$ cat src/rtl/plal_pkg.sv
`timescale 1ns / 1ps
package plal_pkg;

  localparam int MaxNodes = 256;
  localparam int AddrW    = $clog2(MaxNodes);
  localparam int CountW   = AddrW + 1;
  localparam int SearchSteps = CountW;

  typedef enum logic [1:0] {
    MODE_CLEAR  = 2'd0,
    MODE_APPEND = 2'd1,
    MODE_QUERY  = 2'd2,
    MODE_UNUSED = 2'd3
  } mode_e;

  typedef enum logic [1:0] {
    ST_OK    = 2'd0,
    ST_FULL  = 2'd1,
    ST_EMPTY = 2'd2
  } status_e;

  typedef struct packed {
    logic [1:0]         mode;
    logic signed [31:0] node_x;
    logic signed [31:0] node_y;
    logic signed [31:0] node_z;
    logic [31:0]        node_arc;
    logic [16:0]        along;
  } req_t;

  typedef struct packed {
    logic signed [31:0] point_x;
    logic signed [31:0] point_y;
    logic signed [31:0] point_z;
    logic [1:0]         status;
  } rsp_t;

  // One node row as stored in the node memory.
  typedef struct packed {
    logic [31:0] x;
    logic [31:0] y;
    logic [31:0] z;
  } node_t;

  typedef enum logic [4:0] {
    S_IDLE,
    S_TOTAL_RD,
    S_TOTAL_WAIT,
    S_MUL,
    S_SRCH_RD,
    S_SRCH_WAIT,
    S_LO_RD,
    S_HI_RD,
    S_HI_WAIT,
    S_DIV,
    S_LERP_X,
    S_LERP_Y,
    S_LERP_Z,
    S_OUT
  } state_e;

endpackage

$ cat src/rtl/plal_div.sv
`timescale 1ns / 1ps
module plal_div
  import plal_pkg::*;
(
  input  logic        clk_i,
  input  logic        rst_ni,
  input  logic        start_i,
  input  logic [47:0] num_i,
  input  logic [31:0] den_i,
  output logic        done_o,
  output logic [16:0] quo_o
);

  // Restoring divider, one quotient bit per cycle. The quotient is
  // saturated to 65536, so bits above the low 17 only need to be seen as overflow.
  logic [47:0] num_q, num_d;
  logic [32:0] rem_q, rem_d;
  logic [31:0] den_q, den_d;
  logic [47:0] quo_q, quo_d;
  logic [5:0]  cnt_q, cnt_d;
  logic        busy_q, busy_d;
  logic        done_q, done_d;
  logic [32:0] trial;

  always_comb begin
    num_d  = num_q;
    rem_d  = rem_q;
    den_d  = den_q;
    quo_d  = quo_q;
    cnt_d  = cnt_q;
    busy_d = busy_q;
    done_d = 1'b0;
    trial  = {rem_q[31:0], num_q[47]};
    if (start_i) begin
      num_d  = num_i;
      den_d  = den_i;
      rem_d  = '0;
      quo_d  = '0;
      cnt_d  = 6'd48;
      busy_d = 1'b1;
    end else if (busy_q) begin
      num_d = {num_q[46:0], 1'b0};
      if (trial >= {1'b0, den_q}) begin
        rem_d = trial - {1'b0, den_q};
        quo_d = {quo_q[46:0], 1'b1};
      end else begin
        rem_d = trial;
        quo_d = {quo_q[46:0], 1'b0};
      end
      cnt_d = cnt_q - 6'd1;
      if (cnt_q == 6'd1) begin
        busy_d = 1'b0;
        done_d = 1'b1;
      end
    end
  end

  always_ff @(posedge clk_i or negedge rst_ni) begin
    if (!rst_ni) begin
      busy_q <= 1'b0;
      done_q <= 1'b0;
      cnt_q  <= '0;
    end else begin
      busy_q <= busy_d;
      done_q <= done_d;
      cnt_q  <= cnt_d;
    end
  end

  always_ff @(posedge clk_i) begin
    num_q <= num_d;
    rem_q <= rem_d;
    den_q <= den_d;
    quo_q <= quo_d;
  end

  assign done_o = done_q;
  assign quo_o  = (quo_q > 48'd65536) ? 17'd65536 : quo_q[16:0];

endmodule

$ cat config.mk
export PLATFORM = sky130hd
export DESIGN_NAME = plal_div
export DESIGN_NICKNAME = d
export VERILOG_FILES = /design/src/rtl/plal_pkg.sv /design/src/rtl/plal_div.sv
export SDC_FILE = /design/constraint.sdc
export NUM_CORES = 1
export LEC_CHECK = 0
export ABC_AREA = 1
export ABC_CLOCK_PERIOD_IN_PS = 2600
export BUFFER_PORTS_ARGS = -buffer_cell sky130_fd_sc_hd__buf_4
export CAP_MARGIN = 10
export CORE_MARGIN = 2
export CORE_UTILIZATION = 54
export CTS_BUF_LIST = sky130_fd_sc_hd__clkbuf_8 sky130_fd_sc_hd__clkbuf_16
export DETAILED_ROUTE_END_ITERATION = 16
export GPL_TIMING_DRIVEN = 0
export PLACE_DENSITY = 0.87
export SYNTH_ARGS = -nofsm -noshare
export SYNTH_HDL_FRONTEND = slang
export SYNTH_SLANG_ARGS = --single-unit
export TNS_END_PERCENT = 30
$ cat constraint.sdc
create_clock -name clk_i -period 2.6 [get_ports clk_i]
set_input_delay 0.13 -clock clk_i [delete_from_list [all_inputs] [get_ports clk_i]]
set_output_delay 0.13 -clock clk_i [all_outputs]
set_load 0.03 [all_outputs]
Word level (Yosys, flattened, before mapping)
Cells that the tools add are included.
{"block": "totals", "regBits": 168, "in_bits": 83, "word_cells": 26}
{"block": "classes", "add_sub_neg": 2, "magnitude_cmp": 2, "n_eq_ne": 1, "muxes": 13, "reduce_logical": 1}
{"operator": "$mux 48", "count": 2}
{"operator": "$gt 48x17->1 const B", "count": 1}
{"operator": "$ge 33x32->1", "count": 1}
{"operator": "$mux 32", "count": 1}
{"operator": "$sub 32x32->32", "count": 1}
{"operator": "$mux 17", "count": 1}
{"operator": "$mux 6", "count": 2}
{"operator": "$mux 1", "count": 7}
{"operator": "$eq 6x1->1 const B", "count": 1}
{"operator": "$sub 6x1->6 const B", "count": 1}
{"operator": "$reduce_bool 2->1", "count": 1}

Longest topological paths before layout
{"block": "logic_depth", "depth_word": 4, "depth_mapped": 17, "mapped_depth_nobuf": 16}

Worst setup path after synthesis
OpenSTA, ideal clock, no wires.
{"block": "synth_timing", "path_type": "register -> register", "from": "register busy_q", "to": "register num_q[0], enable pin", "setup_ps": 431, "arrival_time_ps": 2070, "setup_slack_ps": 98, "stages_incl_launch_ff": 4, "n_path_buf": 1, "synth_period_minus_slack_ps": 2502, "path_cell_list": "dfrtp_1 nor2_1 clkinv_1 clkbuf_1"}
{"block": "synth_between", "elab_chain_len": 1}
{"element": "from (decl)", "line": "plal_div.sv:21", "source": "logic busy_q, busy_d;"}
{"element": "from (signal assigned)", "line": "plal_div.sv:64", "source": "busy_q <= busy_d;"}
{"element": "$reduce_bool 2->1 (no source line)"}
{"element": "to (signal assigned)", "line": "plal_div.sv:71", "source": "num_q <= num_d;"}
{"element": "to (decl)", "line": "plal_div.sv:16", "source": "logic [47:0] num_q, num_d;"}
Every way passes these cells.
A chain may end at the register's enable or synchronous reset.

Worst setup path in the final report
{"block": "layout_timing", "from": "register den_q[3]", "to": "register rem_q[17]"}
{"block": "layout_between", "elab_chain_len": 2, "word_cells_on_any_way": 3, "cone_classes": "1 x add/sub; 1 x order compare; 1 x mux"}
{"element": "from (decl)", "line": "plal_div.sv:18", "source": "logic [31:0] den_q, den_d;"}
{"element": "from (signal assigned)", "line": "plal_div.sv:73", "source": "den_q <= den_d;"}
{"element": "$sub 32x32->32 or $ge 33x32->1 (tied branches)", "line": "plal_div.sv:44, plal_div.sv:43"}
{"element": "$mux 32 *", "line": "plal_div.sv:43", "source": "if (trial >= {1'b0, den_q}) begin"}
{"element": "to (signal assigned)", "line": "plal_div.sv:72", "source": "rem_q <= rem_d;"}
{"element": "to (decl)", "line": "plal_div.sv:17", "source": "logic [32:0] rem_q, rem_d;"}
Every way passes the cells marked *; elsewhere a longest branch is shown, timed or not.

==> qor.txt <==
Status: finished clean
Asr flop ratio synth: 0.04762
CTS buffer count: 17
Fmax: 420.6 MHz
Final Max Slew Viols: 0
Mapped Nets: 1,343
Hold Crit Class: in2reg
Post-DRT Antenna Nets: 0
Remaining global-route overflow: 0
WL/cell: 15.70 µm
Crit-path most repeated cell: nand2_1
Postcts setup bufs: 0
CTS tree: yes
Inst Count DP: 1,546
Vias in the first global route: 8,806
DIE WIDTH: 134.4 µm
Final core occ: 0.6989
Max cap viols: 0
Site Rows: 47
PD cells: 633.9 mW/mm²
Worst path required time: 2970 ps
Critical-path top delay cell: edfxtp_1
Tmin final: 2377 ps
Cell variety after synth: 37
PortBufs: 100
Hold slack: 21.30 ps
RePlAce Congestion: 0.9359
Post-Route WL: 26,000 µm
Area after DPL: 0.01022 mm²
Pleak: 0.005852 µW
Final setup viols: 0
Initial Utilization: 0.5534
Avg Inst Size Synth: 7.492 µm²
Layout cells sized above 1: 0.1309
Slowest stage delay, CP: 380 ps
Post-synth EDFFs: 80
Die area: 0.01805 mm²
Number of hold violations in the final report: 0
Max H-tree Level: 4
Total GRT Usage: 0.2965
Crit path launch type: register
RSZ-0062 raised after global routing: no
Final Non-Filler Cells: 1,656
Die Y: 134.4 µm
Ant diodes: 0
Clock Path Buffers: 2
Initial DRC Count: 667
Clock transition at the registers of the reported paths: 70 ps
WP data arrival: 2750 ps
Yosys reg bits: 168
Hpwl dp: 16,220 µm
Max VDD drop: 0.0005198 V
Worst slew margin: 0.5221
Routed via count: 8,749
Area of the mapped netlist: 0.009178 mm²
Design area: 0.01159 mm²
Setup crit end kind: register
Vias per inst: 5.283
DRT Pass-1 Iters: 5
YS warnings: 0
DRC Markers: 0
Initial antenna violation count: 0
Worst-Skew Late Latency: 440 ps
CTS sink cnt: 168
Sequential fraction of the synthesis area: 0.4581
Crit Path Max Fanout: 10
Max Clock Skew: 11.46 ps
Nets@finish: 1,541
Kind of critical path: reg2reg
Worst-Margin Slew: 716.9 ps
CTS root buffer: clkbuf_16
Final period util: 0.9144
Crit-path cells: inv_1, ha_1, nand2_1, inv_1, nand2_1, nand2_1, nand2_1, nand3_2, nand2_1, nand2_2, nand2_2, nand2_8, nor2_8, buf_12, nand2_2, nand3_2
IO Pins: 101
Core area: 0.01658 mm²
Setup TNS Final: 0 ps
Synthesized instance count: 1,225
Primary FF master, synth: edfxtp_1
Largest net degree at the start of global routing: 34
Layout area overhead: 26.29%
Global-route wire length before repair: 42,420 µm
[metrics by stage]
stage | power [µW] | worst slack, ps
after floorplan | 4269 | 98.12
after global placement | 4678 | -1119
after detailed placement | 4716 | 163.0
after CTS | 7276 | 228.5
after global routing | 7674 | 74.05
final | 7347 | 222.6
[repair_timing]
item	in CTS	in global routing
hold buffers	78	0
resized for setup	0	2
setup endpoints to repair	0	10
hold endpoints to repair	85	0
[logic make-up (layout without fill, tap and decap cells)]
family                     count (synthesis)  after routing  share of synthesized area
xor gates and xnor gates                  14             14                    0.01336
buffers and inverters                    256            467                     0.1112
DFF                                      168            168                     0.4581
AOI/OAI and AO/OA                         89             89                    0.05671
adders and majority gates                 35             35                    0.04853
and+or+nand+nor                          663            663                     0.3121
[where the power goes]
| part | internal, µW | leakage (µW) | switching, µW |
|---|---|---|---|
| logic | 685 | 0.00399 | 1060 |
| clock network | 1350 | 0.000287 | 1170 |
| registers | 2980 | 0.00158 | 108 |
[routing by layer]
layer	vias to the layer above	wire (µm)	global-route usage
li1	4269	-	-
met3	94	1615	0.05933
met2	365	13060	0.5224
met1	4021	10360	0.3511
met4	0	963	0.1292
met5	-	0	0
[area by class of cell]
type                            instances  area, µm²
Fill cell                            1282       4994
Tap cell                              220      275.3
Inverter                              222      833.3
Clock buffer                           17      425.4
Buffer                                 34      188.9
Multi-Input combinational cell        801       3963
Timing Repair Buffer                  179       1551
Sequential cell                       168       4204
Clock inverter                         15      148.9
[cell usage after synthesis, types with 3 or more instances]
cell type	count	area share
a21oi_1	25	0.014
and2_1	4	0.0027
buf_1	5	0.0020
buf_6	4	0.0049
clkbuf_1	21	0.0086
dfrtp_1	8	0.022
dfxtp_1	80	0.17
edfxtp_1	80	0.26
ha_1	34	0.046
inv_1	214	0.088
inv_2	7	0.0029
nand2_1	445	0.18
nand2_2	19	0.013
nand3_1	83	0.045
nand3_2	11	0.012
nand4_1	16	0.011
nor2_1	56	0.023
nor2_2	5	0.0034
nor3_1	6	0.0033
nor4_1	11	0.0075
o21ai_0	8	0.0044
o21ai_1	3	0.0016
o21bai_1	5	0.0041
o22ai_1	47	0.032
xnor2_1	4	0.0038
xor2_1	10	0.0095
[path summary, 6_finish.rpt]
kind | from | endpoint | slack (ps) | cells past startpoint
min in group asynchronous | rst_ni | cnt_q[4] | 80 | 2
max in group asynchronous | rst_ni | cnt_q[5] | 2380 | 2
worst min-delay path | num_i[22] | num_q[22] | 20 | 3
worst max-delay path | den_q[3] | rem_q[17] | 220 | 16
worst max register to register | den_q[3] | rem_q[17] | 220 | 16
worst min register to register | rem_q[31] | rem_q[31] | 480 | 2
[sequential cells by signal, summed over array words and instances (netlist names)]
signal,count
rem_q,32
busy_q,1
den_q,32
cnt_q,6
done_o,1
quo_q,48
num_q,48
[worst max-delay path: cells and delay by family, from the launching register on]
kind	cells	cell delay, ps
flip-flops	1	380
AND/OR/NAND/NOR	12	1320
adder cells (fa/ha/maj)	1	270
buffers and inverters	3	330
[placed cells by master, fill, tap and decap left out, types with 2 or more instances in the layout]
cell | synthesis | routed
dfrtp_1 | 8 | 8
inv_2 | 7 | 7
nand3b_1 | 2 | 2
o21ai_1 | 3 | 2
dfxtp_1 | 80 | 80
xnor2_1 | 4 | 4
o21ai_0 | 8 | 8
o21bai_1 | 5 | 5
and2_1 | 4 | 4
clkbuf_1 | 21 | 20
inv_8 | 0 | 3
nor2_4 | 2 | 2
buf_1 | 5 | 5
o22ai_1 | 47 | 47
xor2_1 | 10 | 10
nand3_1 | 83 | 83
nand2_1 | 445 | 445
nor4_1 | 11 | 10
clkinv_1 | 1 | 2
buf_2 | 2 | 2
buf_12 | 1 | 2
edfxtp_1 | 80 | 80
clkbuf_16 | 0 | 17
inv_6 | 0 | 2
nand2_2 | 19 | 19
nor3_1 | 6 | 6
nand3_2 | 11 | 11
inv_1 | 214 | 216
clkinv_4 | 0 | 4
nand4_1 | 16 | 16
dlygate4sd3_1 | 0 | 78
a21oi_1 | 25 | 25
buf_4 | 0 | 100
nor2_2 | 5 | 5
buf_6 | 4 | 4
nor2_1 | 56 | 56
ha_1 | 34 | 34
Power figures use the tool's default switching activity.
