==> config.mk <==
export PLATFORM = sky130hd
export DESIGN_NAME = plal_ctrl
export DESIGN_NICKNAME = d
export VERILOG_FILES = /design/src/rtl/plal_pkg.sv /design/src/rtl/plal_ctrl.sv
export SDC_FILE = /design/constraint.sdc
export NUM_CORES = 2
export LEC_CHECK = 0
export BUFFER_PORTS_ARGS = -buffer_cell sky130_fd_sc_hd__buf_2
export CAP_MARGIN = 20
export CELL_PAD_IN_SITES_DETAIL_PLACEMENT = 0
export CELL_PAD_IN_SITES_GLOBAL_PLACEMENT = 1
export CORE_UTILIZATION = 40
export CTS_CLUSTER_SIZE = 28
export DETAILED_ROUTE_END_ITERATION = 7
export PLACE_DENSITY_LB_ADDON = 0.2
export SKIP_LAST_GASP = 1
export SYNTH_ARGS = -nofsm -noshare
export SYNTH_HDL_FRONTEND = slang
export SYNTH_SLANG_ARGS = --single-unit
==> constraint.sdc <==
create_clock -name clk_i -period 41.8 [get_ports clk_i]
set_clock_uncertainty 0.1 [all_clocks]
set_input_delay 6.27 -clock clk_i [delete_from_list [all_inputs] [get_ports clk_i]]
set_output_delay 6.27 -clock clk_i [all_outputs]
set_load 0.02 [all_outputs]
==> src/rtl/plal_pkg.sv <==
`timescale 1ns / 1ps
package plal_pkg;

  localparam int MaxNodes = 256;
  localparam int AddrW    = $clog2(MaxNodes);
  localparam int CountW   = AddrW + 1;
  localparam int SearchSteps = CountW;

  typedef enum logic [1:0] {
    MODE_CLEAR  = 2'd0,
    MODE_APPEND = 2'd1,
    MODE_QUERY  = 2'd2,
    MODE_UNUSED = 2'd3
  } mode_e;

  typedef enum logic [1:0] {
    ST_OK    = 2'd0,
    ST_FULL  = 2'd1,
    ST_EMPTY = 2'd2
  } status_e;

  typedef struct packed {
    logic [1:0]         mode;
    logic signed [31:0] node_x;
    logic signed [31:0] node_y;
    logic signed [31:0] node_z;
    logic [31:0]        node_arc;
    logic [16:0]        along;
  } req_t;

  typedef struct packed {
    logic signed [31:0] point_x;
    logic signed [31:0] point_y;
    logic signed [31:0] point_z;
    logic [1:0]         status;
  } rsp_t;

  // One node row as stored in the node memory.
  typedef struct packed {
    logic [31:0] x;
    logic [31:0] y;
    logic [31:0] z;
  } node_t;

  typedef enum logic [4:0] {
    S_IDLE,
    S_TOTAL_RD,
    S_TOTAL_WAIT,
    S_MUL,
    S_SRCH_RD,
    S_SRCH_WAIT,
    S_LO_RD,
    S_HI_RD,
    S_HI_WAIT,
    S_DIV,
    S_LERP_X,
    S_LERP_Y,
    S_LERP_Z,
    S_OUT
  } state_e;

endpackage

==> src/rtl/plal_ctrl.sv <==
`timescale 1ns / 1ps
module plal_ctrl
  import plal_pkg::*;
(
  input  logic        clk_i,
  input  logic        rst_ni,
  input  logic        req_valid_i,
  output logic        req_ready_o,
  input  req_t        req_i,
  output logic        rsp_valid_o,
  input  logic        rsp_ready_i,
  output rsp_t        rsp_o,
  // Memory ports.
  output logic             we_o,
  output logic [AddrW-1:0] waddr_o,
  output node_t            wnode_o,
  output logic [31:0]      warc_o,
  output logic [AddrW-1:0] node_raddr_o,
  input  node_t            node_rdata_i,
  output logic [AddrW-1:0] arc_raddr_o,
  input  logic [31:0]      arc_rdata_i,
  // Divider.
  output logic        div_start_o,
  output logic [47:0] div_num_o,
  output logic [31:0] div_den_o,
  input  logic        div_done_i,
  input  logic [16:0] div_quo_i
);

  state_e state_q, state_d;
  logic [CountW-1:0] count_q, count_d;
  logic [16:0]       f_q, f_d;
  logic [31:0]       total_q, total_d;
  logic [31:0]       s_q, s_d;
  logic [CountW-1:0] lo_q, lo_d, hi_q, hi_d;
  logic [CountW-1:0] mid;
  logic [31:0]       arc_lo_q, arc_lo_d;
  logic [16:0]       t_q, t_d;
  node_t             a_q, a_d;
  rsp_t              rsp_q, rsp_d;
  logic              rsp_valid_q, rsp_valid_d;
  logic [48:0]       prod_full;
  logic signed [32:0] diff;
  logic signed [50:0] lprod;
  logic signed [50:0] lstep;
  logic [31:0]        lres;
  logic [CountW-1:0]  hi_idx;

  assign mid = (lo_q + hi_q) >> 1;
  assign prod_full = {32'd0, f_q} * {17'd0, total_q};

  // Selected coordinate pair for the current interpolation step.
  logic [31:0] ca, cb;
  always_comb begin
    case (state_q)
      S_LERP_X: begin ca = a_q.x; cb = node_rdata_i.x; end
      S_LERP_Y: begin ca = a_q.y; cb = node_rdata_i.y; end
      default:  begin ca = a_q.z; cb = node_rdata_i.z; end
    endcase
  end

  // Floor of d*t/65536, then added to the lower node.
  always_comb begin
    diff  = $signed({cb[31], cb}) - $signed({ca[31], ca});
    lprod = 51'(diff) * $signed({34'd0, t_q});
    lstep = lprod >>> 16;
    lres  = ca + lstep[31:0];
  end

  always_comb begin
    hi_idx = (lo_q > count_q - CountW'(1)) ? count_q - CountW'(1) : lo_q;
  end

  always_comb begin
    state_d     = state_q;
    count_d     = count_q;
    f_d         = f_q;
    total_d     = total_q;
    s_d         = s_q;
    lo_d        = lo_q;
    hi_d        = hi_q;
    arc_lo_d    = arc_lo_q;
    t_d         = t_q;
    a_d         = a_q;
    rsp_d       = rsp_q;
    rsp_valid_d = rsp_valid_q;
    we_o        = 1'b0;
    waddr_o     = count_q[AddrW-1:0];
    wnode_o     = '{x: req_i.node_x, y: req_i.node_y, z: req_i.node_z};
    warc_o      = req_i.node_arc;
    node_raddr_o = '0;
    arc_raddr_o  = '0;
    div_start_o  = 1'b0;
    div_num_o    = '0;
    div_den_o    = '0;
    req_ready_o  = 1'b0;

    if (rsp_valid_q && rsp_ready_i) begin
      rsp_valid_d = 1'b0;
    end

    case (state_q)
      S_IDLE: begin
        req_ready_o = !rsp_valid_q || rsp_ready_i;
        if (req_valid_i && req_ready_o) begin
          rsp_d = '0;
          case (mode_e'(req_i.mode))
            MODE_CLEAR: begin
              count_d = '0;
              rsp_valid_d = 1'b1;
            end
            MODE_APPEND: begin
              if (count_q < CountW'(MaxNodes)) begin
                we_o    = 1'b1;
                count_d = count_q + CountW'(1);
              end else begin
                rsp_d.status = ST_FULL;
              end
              rsp_valid_d = 1'b1;
            end
            MODE_QUERY: begin
              if (count_q == '0) begin
                rsp_d.status = ST_EMPTY;
                rsp_valid_d  = 1'b1;
              end else begin
                f_d     = (req_i.along > 17'd65536) ? 17'd65536 : req_i.along;
                state_d = S_TOTAL_RD;
              end
            end
            default: rsp_valid_d = 1'b1;
          endcase
        end
      end
      S_TOTAL_RD: begin
        arc_raddr_o  = AddrW'(count_q - CountW'(1));
        node_raddr_o = '0;
        state_d      = S_TOTAL_WAIT;
      end
      S_TOTAL_WAIT: begin
        total_d = arc_rdata_i;
        if (count_q == CountW'(1) || arc_rdata_i == '0) begin
          rsp_d.point_x = node_rdata_i.x;
          rsp_d.point_y = node_rdata_i.y;
          rsp_d.point_z = node_rdata_i.z;
          state_d = S_OUT;
        end else begin
          state_d = S_MUL;
        end
      end
      S_MUL: begin
        s_d     = prod_full[47:16];
        lo_d    = '0;
        hi_d    = count_q;
        state_d = S_SRCH_RD;
      end
      S_SRCH_RD: begin
        if (lo_q < hi_q) begin
          arc_raddr_o = mid[AddrW-1:0];
          state_d     = S_SRCH_WAIT;
        end else begin
          state_d = S_LO_RD;
        end
      end
      S_SRCH_WAIT: begin
        if (arc_rdata_i <= s_q) lo_d = mid + CountW'(1);
        else hi_d = mid;
        state_d = S_SRCH_RD;
      end
      S_LO_RD: begin
        // Fix hi, derive lo, and read the lower entry.
        hi_d = hi_idx;
        lo_d = (hi_idx != '0) ? hi_idx - CountW'(1) : '0;
        arc_raddr_o  = AddrW'(lo_d);
        node_raddr_o = AddrW'(lo_d);
        state_d = S_HI_RD;
      end
      S_HI_RD: begin
        arc_lo_d     = arc_rdata_i;
        a_d          = node_rdata_i;
        arc_raddr_o  = AddrW'(hi_q);
        node_raddr_o = AddrW'(hi_q);
        state_d      = S_HI_WAIT;
      end
      S_HI_WAIT: begin
        node_raddr_o = AddrW'(hi_q);
        arc_raddr_o  = AddrW'(hi_q);
        if (arc_rdata_i > arc_lo_q) begin
          div_start_o = 1'b1;
          div_num_o   = (s_q > arc_lo_q) ? {s_q - arc_lo_q, 16'd0} : '0;
          div_den_o   = arc_rdata_i - arc_lo_q;
          state_d     = S_DIV;
        end else begin
          t_d     = '0;
          state_d = S_LERP_X;
        end
      end
      S_DIV: begin
        node_raddr_o = AddrW'(hi_q);
        if (div_done_i) begin
          t_d     = div_quo_i;
          state_d = S_LERP_X;
        end
      end
      S_LERP_X: begin
        node_raddr_o  = AddrW'(hi_q);
        rsp_d.point_x = lres;
        state_d       = S_LERP_Y;
      end
      S_LERP_Y: begin
        node_raddr_o  = AddrW'(hi_q);
        rsp_d.point_y = lres;
        state_d       = S_LERP_Z;
      end
      S_LERP_Z: begin
        node_raddr_o  = AddrW'(hi_q);
        rsp_d.point_z = lres;
        state_d       = S_OUT;
      end
      S_OUT: begin
        if (!rsp_valid_q || rsp_ready_i) begin
          rsp_valid_d = 1'b1;
          state_d     = S_IDLE;
        end
      end
      default: state_d = S_IDLE;
    endcase
  end

  always_ff @(posedge clk_i or negedge rst_ni) begin
    if (!rst_ni) begin
      state_q     <= S_IDLE;
      count_q     <= '0;
      rsp_valid_q <= 1'b0;
      lo_q        <= '0;
      hi_q        <= '0;
    end else begin
      state_q     <= state_d;
      count_q     <= count_d;
      rsp_valid_q <= rsp_valid_d;
      lo_q        <= lo_d;
      hi_q        <= hi_d;
    end
  end

  always_ff @(posedge clk_i) begin
    f_q      <= f_d;
    total_q  <= total_d;
    s_q      <= s_d;
    arc_lo_q <= arc_lo_d;
    t_q      <= t_d;
    a_q      <= a_d;
    rsp_q    <= rsp_d;
  end

  assign rsp_valid_o = rsp_valid_q;
  assign rsp_o       = rsp_q;

endmodule

Yosys cells after proc, flatten, opt, wreduce, memory -nomap -nowiden
Cells that the tools add are included.
- equal/unequal tests: 26
- muxes and demuxes: 51
- multiply operators: 2
- $add $sub $neg: 9
- magnitude comparators: 7
- bitwise gates (word level): 1
- reductions and logical operators: 29
- operators with widths (operator ; number):
    case mux 32 bit (3 select lines) ; 3
    two-way mux 48 bit ; 3
    case mux 32 bit (2 select lines) ; 2
    two-way mux 98 bit ; 1
    two-way mux 96 bit ; 1
    case mux 5 bit (13 select lines) ; 1
    > comparator 32 bit ; 2
    two-way mux 32 bit ; 2
    subtractor 32 bit ; 2
    case mux 9 bit (3 select lines) ; 2
    multiplier 17 x 32 -> 48 bit ; 1
    multiplier 33 x 18 -> 48 bit ; 1
    two-way mux 9 bit ; 5
    two-way mux 17 bit ; 2
    case mux 17 bit (2 select lines) ; 1
    subtractor 32 x 32 -> 33 bit ; 1
    adder 32 bit ; 1
    <= comparator 32 bit ; 1
    zero test 32 bit ; 1
    case mux 8 bit (4 select lines) ; 1
    == test 5 x 4 -> 1 bit (second input constant) ; 6
    two-way mux 5 bit ; 5
    == test 5 x 3 -> 1 bit (second input constant) ; 4
    inequality test 2 bit (second input constant) ; 9
    other kinds (38) ; 67
- output and inout bits: 334
- register bits after elaboration: 357

Longest topological paths before layout
- depth after elaboration: 6
- depth in mapped cells: 60
- mapped depth without buffers: 52

Worst setup path after synthesis
Ideal clock, no wire load.
- path type: input -> register
- start point: input node_rdata_i[32] (netlist bit)
- end point: register rsp_q (netlist bit rsp_o[97]), data pin
- slack: 24.264 ns
- library setup time: 0.264 ns
- required time: 41.436 ns
- data arrival time: 17.173 ns
- cell stages on the path: 50
- cells stage by stage: mux2i_1 -> nor2_1 -> a21oi_1 -> ha_1 -> inv_1 -> fa_1 -> a21oi_1 -> a31oi_1 -> o22ai_1 -> o21a_1 -> o21a_1 -> o21ai_0 -> a21o_1 -> a21oi_1 -> xnor2_1 -> clkbuf_1 -> nand2_1 -> fa_1 -> [... 14 more ...] -> a21oi_1 -> o21a_1 -> o21ai_0 -> a21boi_0 -> o21a_1 -> o21a_1 -> nor2_1 -> xnor2_1 -> ha_1 -> a21o_1 -> a21o_1 -> a21oi_1 -> or2_2 -> a21oi_1 -> a2111oi_0 -> a21oi_2 -> xnor3_1 -> o21ai_1
- RTL lines (what ; line ; RTL):
    start: declaration ; plal_ctrl.sv:19 ; input node_t node_rdata_i,
    end signal: assignment ; plal_ctrl.sv:252 ; rsp_q <= rsp_d;
    end: declaration ; plal_ctrl.sv:40 ; rsp_t rsp_q, rsp_d;

==> impl_summary.log <==
INFO  metric mostFrequentLayoutCell = inv_1
INFO  metric worstSetupStartpointType = input port
INFO  metric hold_violations = 0
INFO  metric cp.arrival = 19,220 ps
INFO  metric cts_hold_repair.buffers = 0
INFO  metric critPathMaxStageDelay = 720 ps
INFO  metric cts_post_setup_buffers_inserted = 0
INFO  metric global_route_usage_over_all_layers = 26.0%
INFO  metric setup_viol = 0
INFO  metric status = finished clean
INFO  metric clock-sinks = 356
INFO  metric fp-row-count = between 100 and 150
INFO  metric crit_path_end_kind = flop
INFO  metric critical-path-slowest-cell = or4b_2
INFO  metric clock-root-buffer = clkbuf_16
INFO  metric yosysWarningCount = 0
INFO  metric postRouteWirelength = around 190 mm
INFO  metric synth_seq_cells = between 300 and 400
INFO  metric tightestPinTransition = about 1100 ps
INFO  metric drt_pre_antenna_iters = 5
INFO  metric drt.antenna.violating_nets = 0
INFO  metric holdPathEnd = hi_q[8]
INFO  metric min_path_type = reg -> reg
INFO  metric first_global_vias = between 40,000 and 50,000
INFO  metric most-common-layout-cells = inv_1, fa_1, nand2_1
INFO  metric synth_enable_flop_cells = ~320
INFO  metric multi_input_area = 41,400 um^2
INFO  metric core-area = 146,000 um^2
INFO  metric post-dp-hpwl = 147 mm
INFO  metric netlist_area = slightly below 60,000 um^2
INFO  metric max_capacitance_violation_count = 0
INFO  metric cts_buffers = 40
INFO  metric dr_vias = 44,100
INFO  metric effective_utilization_at_floorplan = about two fifths
INFO  metric avgViaCountPerCell = 5.27
INFO  metric reg2regPathDepth = just under 50
INFO  metric postSynth.asyncResetShare = 8.99%
INFO  metric worstPathMaxFanout = 17
INFO  metric floorplan.die.width = 385 um
INFO  metric antenna_violations_before_repair = 17
INFO  metric final_layout_size_suffix_gt1_share = 9.09%
INFO  metric register_area = around 11,000 um^2
INFO  metric place.gp.congestion = roughly 0.95
INFO  metric maxSlewHeadroom = 24.3%
INFO  metric cp_common_cell = fa_1
INFO  metric min_from = hi_q[8]
INFO  metric synthCells = 6,332
INFO  metric finalWorstPathRequiredPeriod = about 19,000 ps
INFO  metric chipHeight = about 390 um
INFO  metric setup-tns-final = 0 ps
INFO  metric grt_start_max_net_pins = 88
INFO  metric unrepaired_setup_endpoints_after_global_routing = no
INFO  metric cts_tree = done
INFO  metric initialDrtViolationCount = around 2,800
INFO  metric grt_overflow = 0
INFO  metric highest_clock_rate = 53.0 MHz
INFO  metric number_of_fillers_in_the_final_layout = 14,500
INFO  metric clk_latency = 610 ps
INFO  metric timing_worst_setup_path_type = in -> reg
INFO  metric final_min_period_over_clock_period = 45.1%
INFO  metric io_pins = 631
INFO  metric drcViolationCount = 0
INFO  metric global_route_wire_length_before_repair = a little under 300 mm
INFO  metric final_stage_net_count = 8,103
INFO  metric critical_path_required = 42,150 ps
INFO  metric synth.lib_cells_used.distinct = 86
INFO  metric synth_ff_type = edfxtp_1
INFO  metric fp.dieArea = 148,000 um^2
INFO  metric hold_path_depth = 2
INFO  metric synthesis.area_per_instance = approximately 9.3 um^2
INFO  metric slew_violations = 0
INFO  metric synth-seq-area-share = 17.9%
INFO  metric post_cts_resized = 0
INFO  metric reg2reg_from = state_q[0]
INFO  metric portBuffers = 358
INFO  metric crit-reg2reg-capture = rsp_o[97]
INFO  metric clk_transition_reported_paths = 70 ps
INFO  metric ff2ff_setup_slack = 27,070 ps
INFO  metric clk_path_buf_depth = 3
INFO  metric post_drt_wl_per_cell = 22.6 um
INFO  metric cts-htree-levels = 2
INFO  metric layout-area-overhead-vs-synth = 7.28%
-- area by class of cell --
class,instances,area share (%)
diodes,7,0.0278
clock buffers,46,1.63
clock inverters,27,0.453
inverters,1262,7.53
multi-input cells,4306,65.7
flip-flops and latches,356,16.7
well taps,1917,3.81
repair buffers,463,4.11
-- how the worst max path moves through the flow --
stage / start / end / slack, ps
6_report: node_rdata_i[32] / rsp_o[97] / 22930
3_3_place_gp: node_rdata_i[32] / rsp_o[97] / 22610
5_1_grt: node_rdata_i[32] / rsp_o[65] / 21850
2_1_floorplan: node_rdata_i[32] / rsp_o[97] / 24260
3_5_place_dp: node_rdata_i[32] / rsp_o[97] / 22350
4_1_cts: node_rdata_i[32] / rsp_o[97] / 22990
-- synthesized netlist by cell type (all sizes together), types with 5 or more instances --
master / instances / area share (%)
inv: 1262 / 8.1
fa: 965 / 33
nand2: 883 / 5.6
and2: 435 / 4.6
ha: 412 / 8.8
edfxtp: 324 / 17
clkbuf: 252 / 1.6
o21ai: 181 / 1.6
nor2: 172 / 1.1
a21oi: 171 / 1.5
buf: 171 / 2.1
xnor2: 134 / 2.0
a21o: 105 / 1.3
a22o: 76 / 1.1
mux2i: 75 / 1.3
xor2: 72 / 1.1
nor2b: 66 / 0.70
nor3: 56 / 0.49
nand3: 55 / 0.47
o21a: 50 / 0.64
and3: 39 / 0.42
nand2b: 37 / 0.39
nand4: 33 / 0.35
dfrtp: 32 / 1.4
o21bai: 29 / 0.37
nor4: 21 / 0.22
a31oi: 18 / 0.20
a21boi: 16 / 0.20
mux2: 16 / 0.31
a211oi: 14 / 0.18
o211ai: 14 / 0.18
a22oi: 12 / 0.15
or2: 12 / 0.13
or3: 10 / 0.11
o22ai: 9 / 0.096
a211o: 8 / 0.12
nor3b: 8 / 0.10
o221ai: 7 / 0.12
a41oi: 6 / 0.090
o31ai: 6 / 0.077
or4: 5 / 0.064
-- flip-flops by register name, indices dropped and copies added (netlist names) --
signal / flops
rsp_o: 98
a_q: 96
arc_lo_q: 32
s_q: 32
total_q: 32
f_q: 17
t_q: 17
count_q: 9
hi_q: 9
lo_q: 9
state_q: 4
rsp_valid_o: 1
-- kinds of logic after synthesis --
| logic type | count (synthesis) | synth area share, % |
|---|---|---|
| AO/OA/AOI/OAI | 765 | 8.68 |
| other | 1 | 0.00639 |
| flip-flops | 356 | 17.9 |
| adder cells (fa/ha/maj) | 1380 | 41.8 |
| buffers and inverters | 1685 | 11.8 |
| AND/OR/NAND/NOR | 1846 | 15.1 |
| XOR/XNOR | 208 | 3.18 |
| multiplexers | 91 | 1.59 |
-- worst max-delay path, delay by kind of cell --
family,cells,cell delay (ps)
AND/OR/NAND/NOR,7,1400
multiplexers,1,130
AO/OA/AOI/OAI,24,5450
buffers and inverters,6,590
XOR/XNOR,3,910
adder cells (fa/ha/maj),10,4430
-- metal layers --
layer  global-route usage, %  wire (um)  up-vias
met5                       0         78        -
met4                    5.15       3840       12
met3                    3.98      11500      201
met2                    41.9      87800     1360
met1                    37.0      86400    22800
li1                        -          -    19800
-- stage by stage --
step                hold WS, ps  area [um^2]  setup WS [ps]  utilization [%]  cells
global route                463        63000          21850             43.2   8381
detailed placement          424        61600          22350             42.3   8304
CTS                         439        62900          22990             43.2   8377
global placement            410        61600          22610             42.3   8302
floorplan                   384        58700          24260                -   6347
finish                      439        63000          22930             43.3   8384
Power is left out: the tool's default activity adds up to more than one toggle a clock period on the data nets, which glitch-free logic cannot reach.
